## config.mk

```make
export PLATFORM = sky130hd
export DESIGN_NAME = pnorm_sequencer
export DESIGN_NICKNAME = d
export VERILOG_FILES = /design/src/rtl/pnorm_pkg.sv /design/src/rtl/pnorm_sequencer.sv
export SDC_FILE = /design/constraint.sdc
export NUM_CORES = 1
export LEC_CHECK = 0
export ABC_AREA = 1
export BUFFER_PORTS_ARGS = -buffer_cell sky130_fd_sc_hd__buf_2
export CORE_MARGIN = 3
export CORE_UTILIZATION = 33
export CTS_BUF_LIST = sky130_fd_sc_hd__clkbuf_8
export CTS_CLUSTER_DIAMETER = 80
export CTS_CLUSTER_SIZE = 10
export DETAILED_ROUTE_END_ITERATION = 8
export PLACE_DENSITY = 0.54
export SLEW_MARGIN = 10
export SYNTH_ARGS = -nofsm -noshare
export SYNTH_HDL_FRONTEND = slang
export SYNTH_SLANG_ARGS = --single-unit
```

## constraint.sdc

```tcl
create_clock -name clock -period 1.4 [get_ports clock]
set_input_delay 0.07 -clock clock [delete_from_list [all_inputs] [get_ports clock]]
set_output_delay 0.07 -clock clock [all_outputs]
set_load 0.03 [all_outputs]
```

## src/rtl/pnorm_pkg.sv

```systemverilog
// ----------------------------------------------------------------------------
// pnorm_pkg: shared definitions of the peak normalizer
// Widths, the control word format and the microprogram of the sequencer.
// ----------------------------------------------------------------------------
package pnorm_pkg;

   localparam int SAMPLE_W = 48;
   localparam int HALF_W   = 23;
   localparam int FRAC_W   = 32;
   localparam int CNT_W    = 5;
   localparam int PC_W     = 3;
   localparam int OUT_W    = 24;

   localparam logic [HALF_W-1:0] HALF_RANGE_RESET = 23'd7924465;

   // Microprogram step addresses.
   localparam logic [PC_W-1:0] STEP_TAKE   = 3'd0;
   localparam logic [PC_W-1:0] STEP_CHECK  = 3'd1;
   localparam logic [PC_W-1:0] STEP_RANGE  = 3'd2;
   localparam logic [PC_W-1:0] STEP_DIV    = 3'd3;
   localparam logic [PC_W-1:0] STEP_MUL_LO = 3'd4;
   localparam logic [PC_W-1:0] STEP_MUL_HI = 3'd5;
   localparam logic [PC_W-1:0] STEP_WAIT   = 3'd6;
   localparam logic [PC_W-1:0] STEP_FIN    = 3'd7;

   typedef enum logic [2:0] {
      OP_NONE,
      OP_TAKE,
      OP_RANGE,
      OP_DIV,
      OP_MUL_LO,
      OP_MUL_HI,
      OP_FIN
   } op_type;

   typedef enum logic [2:0] {
      COND_NEVER,
      COND_NO_CONVERT,
      COND_MODE_SET,
      COND_NO_DIV,
      COND_DIV_MORE,
      COND_OUT_FULL
   } cond_type;

   typedef struct packed {
      op_type            op;
      cond_type          cond;
      logic [PC_W-1:0]   target;
      logic              take;
   } ctrl_word_type;

   typedef struct packed {
      logic convert_xfer;
      logic mode_set;
      logic no_div;
      logic div_more;
      logic out_full;
   } status_type;

   // Control store. A step jumps to its target when its condition holds,
   // otherwise it falls through to the next address (the last one wraps).
   function automatic ctrl_word_type ucode_word(input logic [PC_W-1:0] pc);
      ctrl_word_type w;
      w = '{op: OP_NONE, cond: COND_NEVER, target: STEP_TAKE, take: 1'b0};
      case (pc)
         STEP_TAKE:   w = '{op: OP_TAKE,   cond: COND_NO_CONVERT, target: STEP_TAKE,
                            take: 1'b1};
         STEP_CHECK:  w = '{op: OP_NONE,   cond: COND_MODE_SET,   target: STEP_MUL_LO,
                            take: 1'b0};
         STEP_RANGE:  w = '{op: OP_RANGE,  cond: COND_NO_DIV,     target: STEP_MUL_LO,
                            take: 1'b0};
         STEP_DIV:    w = '{op: OP_DIV,    cond: COND_DIV_MORE,   target: STEP_DIV,
                            take: 1'b0};
         STEP_MUL_LO: w = '{op: OP_MUL_LO, cond: COND_NEVER,      target: STEP_TAKE,
                            take: 1'b0};
         STEP_MUL_HI: w = '{op: OP_MUL_HI, cond: COND_NEVER,      target: STEP_TAKE,
                            take: 1'b0};
         STEP_WAIT:   w = '{op: OP_NONE,   cond: COND_OUT_FULL,   target: STEP_WAIT,
                            take: 1'b0};
         STEP_FIN:    w = '{op: OP_FIN,    cond: COND_NEVER,      target: STEP_TAKE,
                            take: 1'b0};
         default:     w = '{op: OP_NONE,   cond: COND_NEVER,      target: STEP_TAKE,
                            take: 1'b0};
      endcase
      return w;
   endfunction

endpackage

```

## src/rtl/pnorm_sequencer.sv

```systemverilog
// ----------------------------------------------------------------------------
// pnorm_sequencer: microprogram sequencer
// Step counter, control store lookup and conditional jump selection.
// ----------------------------------------------------------------------------
module pnorm_sequencer (
   input  logic                      clock,
   input  logic                      reset,
   input  pnorm_pkg::status_type     status,
   output pnorm_pkg::ctrl_word_type  ctrl
);
   import pnorm_pkg::*;

   logic [PC_W-1:0] pc_ff;
   logic [PC_W-1:0] pc_in;
   logic            jump;

   always_comb begin
      ctrl = ucode_word(pc_ff);
      case (ctrl.cond)
         COND_NEVER:      jump = 1'b0;
         COND_NO_CONVERT: jump = ~status.convert_xfer;
         COND_MODE_SET:   jump = status.mode_set;
         COND_NO_DIV:     jump = status.no_div;
         COND_DIV_MORE:   jump = status.div_more;
         COND_OUT_FULL:   jump = status.out_full;
         default:         jump = 1'b0;
      endcase
      pc_in = jump ? ctrl.target : pc_ff + 1'b1;
   end

   always_ff @(posedge clock) begin
      if (reset) begin
         pc_ff <= STEP_TAKE;
      end else begin
         pc_ff <= pc_in;
      end
   end

endmodule

```

Word level (Yosys, flattened, before mapping):

Memories as Yosys holds them, arrays and structs flattened. A register that Yosys moved wholly into a read port is not among the register bits.
Index checks and enable logic that the tools add are counted.
Widths: inputs -> output; s select.

* flip-flop bits (word level): 3
* ROM bits: 80
* output and inout port bits: 10
* memories: 1

* add/sub/neg operators: 1
* eq/ne operators: 5
* muxes and demuxes: 3
* bitwise operators: 1

Memories
* (name not given): words 8, width 10, read ports 1, clocked after memory_dff 1, write ports 0, RTL line pnorm_pkg.sv:65 `case (pc)`

Operator list (count)
* $eq 3x2->1 const B: 2
* $eq 3x3->1 const B: 2
* $mux 3: 2
* $pmux 1 s5: 1
* $add 3x1->3 const B: 1
* $eq 3x1->1 const B: 1
* $not 1->1: 1

Logic depth before layout (Yosys ltp):

* word-level depth: 4
* mapped depth: 11

Least setup slack after synthesis:

OpenSTA, ideal clock, no wires.

* kind: flip-flop to flip-flop
* start: reg, netlist name ctrl[4]
* end: reg, netlist name ctrl[3]
* setup time: 0.069 ns
* data arrival time: 1.594 ns
* slack: -0.263 ns
* cell stages (with the launch flop): 11
* path buffers: 0
* period minus slack after synthesis: 1.663 ns
* path through: dfxtp_1 > inv_1 > nand2_1 > nand3_2 > nand3_2 > nand2_2 > a21oi_4 > ha_1 > inv_1 > nand2_1 > o21ai_1

* longest elaborated chain between the ends: 4
* elaborated cells on any way between the ends: 8

RTL lines
* $eq 3x3->1, or another cell as far along: RTL line pnorm_sequencer.sv:19 `case (ctrl.cond)`
* $pmux 1 s5 (*): RTL line pnorm_sequencer.sv:19
* $mux 3 (*): RTL line pnorm_sequencer.sv:28 `pc_in = jump ? ctrl.target : pc_ff + 1'b1;`
* $mux 3 (no line) (*)

Every way passes the cells marked *; elsewhere a longest branch is shown, timed or not.
A chain may end at the register's enable or synchronous reset.

Worst setup path after layout:

* start: reg, netlist name ctrl[4]
* end: reg, netlist name ctrl[3]

* longest elaborated chain between the ends: 4
* elaborated cells on any way between the ends: 8

RTL lines (RTL line)
* $eq 3x3->1, or another cell as far along: pnorm_sequencer.sv:19
* $pmux 1 s5 (*): pnorm_sequencer.sv:19
* $mux 3 (*): pnorm_sequencer.sv:28
* $mux 3 (no line) (*)

Marks and branches as above.

==> reports/qor.txt <==
Outcome - complete, but fails checks
Failing checks - setup timing
Avg WL per Cell - 9.048 microns
Die width - 48.13 microns
Fmax - 0.6969 GHz
Clock skew - 0.002361 ns
ANT nets after route - 0
Slew @ Worst Pin - 0.1923 ns
Num rows - 14
Clock Latency Late Sink - 0.24 ns
Yosys reg bits - 12
CP Max Fanout - 7
Fin nets - 113
Share of layout cells above drive strength 1 - 0.5248
GR peak layer - met2
Post-synthesis sequential area ratio - 0.4103
Total Wirelength - 1131 microns
Met2 usage in global routing - 0.1900
Setup Total Neg Slack - -0.07546 ns
Mapped Cells - 74
Arrival time of the worst setup path - 1.61 ns
Critical path type - flop to flop
Worst-path clk slew - 0.05 ns
Die Ht - 48.13 microns
Max_cap viols - 0
Antenna violations before repair - 0
Final Slew Violations - 0
Synthesized cell area - 585.6 sq um
Synth-to-Final Area Change - 48.08%
Syn Area/Cell - 7.913 sq um
Vias per std cell - 4.256
Num ports - 17
Overflow after GRT - 0
Worst path most repeated cell - nand2_2
Clock Tree Root - clkbuf_8
Power Total - 2.238 mW
Filler Cells Inserted - 151
Final WS setup - -0.03502 ns
CORE AREA - 1594 sq um
Gpl congestion - 0.7396
CTS Sinks - 12
Met3 usage - 0.03321
First-pass iteration count of the detailed router - 4
Post-DP HPWL - 889.2 microns
CTS tree - done
Distinct cell type count of the synthesized netlist - 18
Cell taking the most area after synthesis - dfxtp_1
Deepest clock path buffer count - 2
Met1 Usage GRT - 0.1473
CTS Buf Count - 3
YS warnings - 0
Largest net degree at the start of global routing - 10
Diode count - 0
Post-synth top area share - 0.4103
FF/Latch Area - 251.5 sq um
Worst path max stage delay - 0.37 ns
Syn Nets - 85
GRT Total Usage - 0.1156
Hold Path Class - primary input to flop
Util after Layout - 0.5440
Initial Utilization - 0.3673
Vias - 532
Commonest non-fill, non-tap cell in the layout - buf_2
Final setup viols - 3
Unrepaired setup endpoints after global routing - true
Min Tclk post-route - 1.435 ns
Slew Limit Headroom - 0.8716
Worst vdd rail ir drop - 0.9759 mV
Vias in the first global route - 496
Initial DRC count - 9
CP Cell Sequence - a21oi_2 -> nand2_2 -> nand3_4 -> nand2_4 -> a21oi_4 -> ha_4 -> inv_2 -> nand2_2 -> o21ai_1
First-pass GRT wire length - 1883 microns
H-Tree Level Count - 1
Final period utilization - 1.025
Most frequent cells in the layout - 16 x buf_2, 14 x nand2_1, 9 x inv_1, 9 x dfxtp_1, 8 x buf_4
Full die area - 2316 sq um
Hold Fails Final Rpt - 0
Crit path capture type - flop
Buffers on Ports - 16
Pleak - 0.4503 nW
PwrDens - 2581 nW/um^2
Synth area leaders - dfxtp_1 41%, nand2_1 12%, inv_1 9.0%, ha_1 8.5%, nand3_2 5.1%
Slowest cell on the critical path - dfxtp_4
Drt drc - 0
Multi-input logic area - 336.6 sq um
Data required time of the worst path - 1.57 ns
Worst setup SP type - flop
routing by layer:
layer  wire length (microns)  part of all wire  vias up
met5                       0                 0        -
met1                     521              0.46      233
met4                       0                 0        0
met3                      57             0.050        0
li1                        -                 -      284
met2                     552              0.49       15
timing repair:
action                     CTS  global route
pin swaps                    0             9
hold buffers                 0             0
setup endpoints to repair    7             9
resized for setup            4             7
setup buffers                4             0
power breakdown:
| part | switching, mW | internal, mW |
|---|---|---|
| sequential | 0.101 | 0.511 |
| combinational | 0.769 | 0.540 |
| clock | 0.124 | 0.193 |
state kept, by name (all words and copies together) (netlist names):
name,cells
ctrl,9
pc_ff,3
cells in the mapped netlist:
master,n
nand2_1,19
inv_1,14
dfxtp_1,12
ha_1,4
o21ai_1,4
nand3_2,3
nand4_1,3
a21oi_1,2
inv_2,2
nand2_2,2
nand3_1,2
a21oi_4,1
buf_4,1
clkinv_1,1
nand3_4,1
nor2_1,1
o21ai_0,1
xnor2_1,1
worst paths after layout:
check | endpoint | slack, ns | cells after the start | start
max | ctrl[3] | -0.04 | 9 | ctrl[4]
min | pc_ff[1] | 0.05 | 2 | reset
max reg2reg | ctrl[3] | -0.04 | 9 | ctrl[4]
min reg2reg | ctrl[9] | 0.65 | 5 | pc_ff[0]
per-stage QoR:
stage,cells,cell area (sq um),setup WS (ns),hold slack (ns)
detailed placement,117,758.2,-0.04149,0.2972
global placement,117,758.2,-0.06255,0.2926
finish,125,867.1,-0.03502,0.04703
global route,125,867.1,-0.1419,0.04385
floorplan,74,625.6,-0.02008,0.1391
CTS,125,838.3,-0.04302,0.04544
logic make-up after synthesis:
family,synth area share
compound gates,0.08761
xor+xnor,0.01496
fa+ha+maj,0.08547
buf+inv,0.1218
flops,0.4103
simple gates,0.2799
final cells by class:
class / instances / share of cell area
multi-input combinational: 44 / 0.3882
sequential: 12 / 0.2900
timing repair buffer: 24 / 0.1616
inverter: 17 / 0.07359
clock buffer: 3 / 0.04762
tap: 24 / 0.03463
clock inverter: 1 / 0.004329
worst max-delay path, delay by kind of cell, from the launching register on:
kind / cells / cell delay, ns
AO/OA/AOI/OAI: 3 / 0.40
adder cells (fa/ha/maj): 1 / 0.24
buffers and inverters: 1 / 0.05
flip-flops: 1 / 0.37
AND/OR/NAND/NOR: 4 / 0.32
Power figures use the tool's default switching activity.
